<file path="config.mk">
export PLATFORM = sky130hd
export DESIGN_NAME = tpi_ctrl
export DESIGN_NICKNAME = d
export VERILOG_FILES = /design/src/hw/rtl/tpi_pkg.sv /design/src/hw/rtl/tpi_ctrl.sv
export SDC_FILE = /design/constraint.sdc
export NUM_CORES = 1
export LEC_CHECK = 0
export BUFFER_PORTS_ARGS = -buffer_cell sky130_fd_sc_hd__buf_2
export CAP_MARGIN = 20
export CORE_AREA = 4 4 41 43
export DETAILED_ROUTE_END_ITERATION = 10
export DIE_AREA = 0 0 45 47
export GPL_TIMING_DRIVEN = 0
export PLACE_DENSITY = 0.81
export RECOVER_POWER = 50
export SLEW_MARGIN = 20
export SYNTH_ARGS = -nofsm -noshare
export SYNTH_HDL_FRONTEND = slang
export SYNTH_SLANG_ARGS = --single-unit
</file>
<file path="constraint.sdc">
create_clock -name clk -period 2.37 [get_ports clk]
set_input_delay 0.237 -clock clk [delete_from_list [all_inputs] [get_ports clk]]
set_output_delay 0.237 -clock clk [all_outputs]
set_load 0.005 [all_outputs]
</file>
<file path="src/hw/rtl/tpi_pkg.sv">
// ----------------------------------------------------------------------------
// tpi_pkg
// Shared types and constants of the timestamped pose interpolation block.
// ----------------------------------------------------------------------------
package tpi_pkg;

	localparam int TABLE_DEPTH = 1024;
	localparam int AW = $clog2(TABLE_DEPTH);
	localparam int CW = $clog2(TABLE_DEPTH + 1);

	localparam logic [1:0] FN_CLEAR  = 2'd0;
	localparam logic [1:0] FN_APPEND = 2'd1;

	typedef enum logic [2:0] {
		ST_ANSWERED = 3'd0,
		ST_EMPTY    = 3'd1,
		ST_STORED   = 3'd2,
		ST_FULL     = 3'd3,
		ST_CLEARED  = 3'd4,
		ST_ORDER    = 3'd5
	} stat_t;

	typedef enum logic [1:0] {
		RA_MID   = 2'd0,
		RA_HI    = 2'd1,
		RA_LO    = 2'd2,
		RA_CLAMP = 2'd3
	} addr_sel_t;

	typedef enum logic [3:0] {
		S_IDLE, S_DECODE, S_CLAMP_RD, S_CLAMP_LAT, S_SRCH_RD, S_SRCH_CMP,
		S_HI_RD, S_HI_LAT, S_LO_RD, S_LO_LAT, S_DIV_INIT, S_DIV, S_MUL,
		S_ACC, S_OUT
	} state_t;

	typedef struct packed {
		logic signed [63:0] time_ns;
		logic signed [39:0] lat;
		logic signed [40:0] lon;
		logic signed [25:0] alt;
		logic signed [24:0] roll;
		logic signed [24:0] pitch;
		logic signed [24:0] yaw;
	} sample_t;

	typedef struct packed {
		logic      capture;
		logic      do_clear;
		logic      write;
		logic      set_status;
		stat_t     status;
		logic      srch_init;
		logic      srch_issue;
		logic      srch_step;
		addr_sel_t ra;
		logic      lat_hi;
		logic      lat_lo;
		logic      zero_frac;
		logic      div_init;
		logic      div_step;
		logic      mul;
		logic      acc;
		logic      load_out;
	} cmd_t;

	typedef struct packed {
		logic [1:0] func;
		logic       full;
		logic       order;
		logic       empty;
		logic       clamp;
		logic       srch_more;
		logic       div_full;
		logic       div_last;
		logic       fld_last;
		logic       out_free;
	} sts_t;

endpackage

</file>
<file path="src/hw/rtl/tpi_ctrl.sv">
// ----------------------------------------------------------------------------
// tpi_ctrl
// Sequencer: decode, table search, division and blend steps.
// ----------------------------------------------------------------------------
module tpi_ctrl (
	input  logic           clk,
	input  logic           arst_n,
	input  logic           req_valid,
	output logic           req_stall,
	input  tpi_pkg::sts_t  sts,
	output tpi_pkg::cmd_t  cmd
);

	tpi_pkg::state_t state_q, state_d;

	always_ff @(posedge clk or negedge arst_n) begin
		if (!arst_n) begin
			state_q <= tpi_pkg::S_IDLE;
		end else begin
			state_q <= state_d;
		end
	end

	assign req_stall = (state_q != tpi_pkg::S_IDLE);

	always_comb begin
		state_d = state_q;
		unique case (state_q)
			tpi_pkg::S_IDLE:      if (req_valid) state_d = tpi_pkg::S_DECODE;
			tpi_pkg::S_DECODE: begin
				if (sts.func == tpi_pkg::FN_CLEAR || sts.func == tpi_pkg::FN_APPEND
						|| sts.empty) begin
					state_d = tpi_pkg::S_OUT;
				end else if (sts.clamp) begin
					state_d = tpi_pkg::S_CLAMP_RD;
				end else begin
					state_d = tpi_pkg::S_SRCH_RD;
				end
			end
			tpi_pkg::S_CLAMP_RD:  state_d = tpi_pkg::S_CLAMP_LAT;
			tpi_pkg::S_CLAMP_LAT: state_d = tpi_pkg::S_MUL;
			tpi_pkg::S_SRCH_RD:   state_d = tpi_pkg::S_SRCH_CMP;
			tpi_pkg::S_SRCH_CMP:
				state_d = sts.srch_more ? tpi_pkg::S_SRCH_RD : tpi_pkg::S_HI_RD;
			tpi_pkg::S_HI_RD:     state_d = tpi_pkg::S_HI_LAT;
			tpi_pkg::S_HI_LAT:    state_d = tpi_pkg::S_LO_RD;
			tpi_pkg::S_LO_RD:     state_d = tpi_pkg::S_LO_LAT;
			tpi_pkg::S_LO_LAT:    state_d = tpi_pkg::S_DIV_INIT;
			tpi_pkg::S_DIV_INIT:
				state_d = sts.div_full ? tpi_pkg::S_MUL : tpi_pkg::S_DIV;
			tpi_pkg::S_DIV:       if (sts.div_last) state_d = tpi_pkg::S_MUL;
			tpi_pkg::S_MUL:       state_d = tpi_pkg::S_ACC;
			tpi_pkg::S_ACC:
				state_d = sts.fld_last ? tpi_pkg::S_OUT : tpi_pkg::S_MUL;
			tpi_pkg::S_OUT:       if (sts.out_free) state_d = tpi_pkg::S_IDLE;
			default:              state_d = tpi_pkg::S_IDLE;
		endcase
	end

	always_comb begin
		cmd = '0;
		cmd.status = tpi_pkg::ST_ANSWERED;
		cmd.ra = tpi_pkg::RA_MID;
		unique case (state_q)
			tpi_pkg::S_IDLE:      cmd.capture = req_valid;
			tpi_pkg::S_DECODE: begin
				cmd.set_status = 1'b1;
				if (sts.func == tpi_pkg::FN_CLEAR) begin
					cmd.do_clear = 1'b1;
					cmd.status = tpi_pkg::ST_CLEARED;
				end else if (sts.func == tpi_pkg::FN_APPEND) begin
					if (sts.full) begin
						cmd.status = tpi_pkg::ST_FULL;
					end else if (sts.order) begin
						cmd.status = tpi_pkg::ST_ORDER;
					end else begin
						cmd.status = tpi_pkg::ST_STORED;
						cmd.write = 1'b1;
					end
				end else if (sts.empty) begin
					cmd.status = tpi_pkg::ST_EMPTY;
				end else begin
					cmd.srch_init = 1'b1;
				end
			end
			tpi_pkg::S_CLAMP_RD:  cmd.ra = tpi_pkg::RA_CLAMP;
			// end sample taken as both bounds so every difference is zero
			tpi_pkg::S_CLAMP_LAT: begin
				cmd.lat_hi = 1'b1;
				cmd.lat_lo = 1'b1;
				cmd.zero_frac = 1'b1;
			end
			tpi_pkg::S_SRCH_RD: begin
				cmd.ra = tpi_pkg::RA_MID;
				cmd.srch_issue = 1'b1;
			end
			tpi_pkg::S_SRCH_CMP:  cmd.srch_step = 1'b1;
			tpi_pkg::S_HI_RD:     cmd.ra = tpi_pkg::RA_HI;
			tpi_pkg::S_HI_LAT:    cmd.lat_hi = 1'b1;
			tpi_pkg::S_LO_RD:     cmd.ra = tpi_pkg::RA_LO;
			tpi_pkg::S_LO_LAT:    cmd.lat_lo = 1'b1;
			tpi_pkg::S_DIV_INIT:  cmd.div_init = 1'b1;
			tpi_pkg::S_DIV:       cmd.div_step = 1'b1;
			tpi_pkg::S_MUL:       cmd.mul = 1'b1;
			tpi_pkg::S_ACC:       cmd.acc = 1'b1;
			tpi_pkg::S_OUT:       cmd.load_out = sts.out_free;
			default: ;
		endcase
	end

endmodule

</file>
==> run_results.csv <==
group,metric,value,unit
timing,max_slew_margin,71.26,%
layout,drive_above_1_share,33.88,%
setup_path,worstSetupPathType,"flip-flop to output pin",
setup_path,r2r-end,"state_q[3]",
drt,ant_nets,0,
layout,largest_reg_flops,4,
timing,finalCriticalPeriod,1983,ps
drt,wl_per_cell,12.35,um
logic_synthesis,synth.net_count,97,
placement,port_buffers,34,
drt,drt-pass1-iter-count,4,
global_routing,grt_max_degree,11,
floorplan,ios,35,
logic_synthesis,synth-main-ff-cell,"dfrtp_1",
global_routing,antenna_found_initial,0,
setup_path,endpoint_kind,"output pin",
timing,finalHoldViolations,0,
layout,top_register,"state_q",
clock_network,htree_levels,1,
logic_synthesis,yosys.area_share.simple,43.13,%
clock_network,insertion_delay,240,ps
setup_path,r2r_cells,4,
setup_path,rrSetupSlack,640,ps
setup_path,cp_common_cell,"clkbuf_1",
outcome,status,"finished, final reports clean",
layout,final_cell_mix,"buf_2, nor2_1, nor3_1, clkbuf_1, a21oi_1",
floorplan,start_util,44.81,%
layout,reg_top3,"state_q (4)",
clock_network,root_buffer,"clkbuf_4",
power,fin_total_pwr,0.8768,mW
clock_network,path_clk_slew,40,ps
drt,vias,759,
setup_path,critPathMaxFanout,10,
logic_synthesis,ys_seq_area_share,17.17,%
layout,ff_latch_area,100.1,um2
clock_network,cts-buffers-inserted,3,
floorplan,core,1301,um2
setup_path,crit_end,"cmd[10]",
setup_path,startpoint_type,"flip-flop",
floorplan,die_x,45,um
logic_synthesis,synth_xor_area_share,3.004,%
logic_synthesis,synth-seq-cells,4,
power,power_leakage,0.4113,nW
logic_synthesis,synth_top_family_by_area,"simple AND/OR/NAND/NOR gates",
setup_path,cp.arrival,1750,ps
logic_synthesis,synthAdderAreaFrac,0,%
logic_synthesis,synth_edf_count,0,
timing,finalClockSkew,6.498,ps
setup_path,cp.required,2130,ps
layout,fin_nets,137,
layout,multi_input_area,397.9,um2
timing,drv_slew,0,
layout,layout_commonest_cell,"buf_2",
timing,rsz0062_at_grt,"false",
setup_path,worst_path_max_delay_cell,"dfrtp_1",
setup_path,cp-startpoint,"state_q[0]",
logic_synthesis,muxShareOfSynthArea,1.717,%
logic_synthesis,yosysWarnings,0,
power,power_density,1116,nW/um2
timing,fin_crit_sh,83.66,%
drt,drc_errors,0,
setup_path,critical-path-max-stage-delay,380,ps
drt,vias_per_cell,5.581,
logic_synthesis,synth-compound-area-share,21.03,%
setup_path,reg2reg_from,"state_q[0]",
timing,fmax,504.4,MHz
drt,drt_iter0_drc,15,
hold_path,holdCritPathClass,"primary input to flip-flop",
placement,hpwlAfterDp,1.330,mm
global_routing,grt_usage,18.07,%
floorplan,rows,13,
logic_synthesis,syn_avg_cell_area,7.025,um2
layout,area_delta_synth_final,34.76,%
timing,setup_viol,0,
drt,wl,1.680,mm
floorplan,design.die.area,2115,um2
logic_synthesis,netlist_area,583.1,um2
global_routing,grt_pass1_vias,731,
power,ir_drop,490.2,uV
clock_network,postCtsResizedCells,0,
timing,tightest_slew,431.1,ps
run,cap_violations,0,
clock_network,cts_tree,"built",
logic_synthesis,async_flop_share,100.0,%
placement,gp_congestion,0.8956,
clock_network,clockBufferDepth,2,
global_routing,grt.overflow.total,0,
timing,tns,0,ps
clock_network,cts.sinks,4,
logic_synthesis,synth.distinct_cells,33,
setup_path,path_cells,"clkbuf_1 -> clkbuf_1 -> nand2_1 -> nor2_1 -> buf_2",
layout,fill_cells,138,
floorplan,die_h,47,um
layout,diodes,0,
global_routing,grt_pass1_wl,2.835,mm
logic_synthesis,synthCells,83,
==> Yosys cell counts (all sizes together), types with 2 or more instances <==
master,number,share of area (%)
o21ai,4,4.1
inv,4,2.6
a21oi,5,4.3
nand2b,3,3.2
a31oi,2,2.1
nand2,4,2.6
nand3,4,4.3
dfrtp,4,17
nor2,13,8.4
buf,5,7.7
clkbuf,2,3.6
xnor2,2,3.0
nor3,12,10
nor3b,3,3.9
nor2b,2,2.1
and3,2,2.1
==> through the flow <==
stage	hold WS, ps	util [%]	setup slack (ps)	std cells	instance area, um2
2_1_floorplan	-58.59	-	1016	83	583.1
3_3_place_gp	40.61	59.33	797.3	132	772.0
3_5_place_dp	42.47	59.33	807.6	132	772.0
4_1_cts	214.0	61.83	535.3	136	804.5
5_1_grt	233.1	60.38	210.8	136	785.8
6_report	222.2	60.38	387.3	136	785.8
==> worst max-delay path: cells and delay by family, from the launching register on <==
kind / cells / cell delay [ps]
simple gates: 2 / 260
flops: 1 / 380
buf+inv: 3 / 850
==> logic make-up after synthesis <==
group | Yosys count
flops | 4
compound gates | 18
mux | 1
buf+inv | 11
xor+xnor | 2
simple gates | 47
==> layout make-up <==
| cell class | count | share of cell area [%] |
|---|---|---|
| inverters | 4 | 1.911 |
| plain buffers | 7 | 7.006 |
| clock buffers | 3 | 2.866 |
| well taps | 15 | 2.389 |
| repair buffers | 35 | 22.45 |
| multi-input cells | 68 | 50.64 |
| flip-flops and latches | 4 | 12.74 |
==> where the power goes <==
group,switching [mW],internal (mW)
registers,0.0314,0.104
logic,0.370,0.285
clock network,0.0299,0.0568
==> per-layer routing <==
layer	up-vias	track usage, %	wire [um]
met5	-	0	0
met4	0	11.70	23
met3	3	1.533	154
met2	44	31.07	821
met1	338	21.56	680
li1	374	-	-
==> worst min-delay path by stage <==
stage	startpoint	end	cells past startpoint
floorplan	arst_n	state_q[0]	0
global placement	arst_n	state_q[1]	1
detailed placement	arst_n	state_q[1]	1
CTS	sts[2]	state_q[0]	2
global route	sts[2]	state_q[0]	2
finish	sts[2]	state_q[0]	2
==> repair_timing <==
item,4_1_cts,5_1_grt
setup buffers,0,0
hold endpoints to repair,4,0
hold buffers,1,0
No activity file was read; power rests on OpenSTA's default activity.
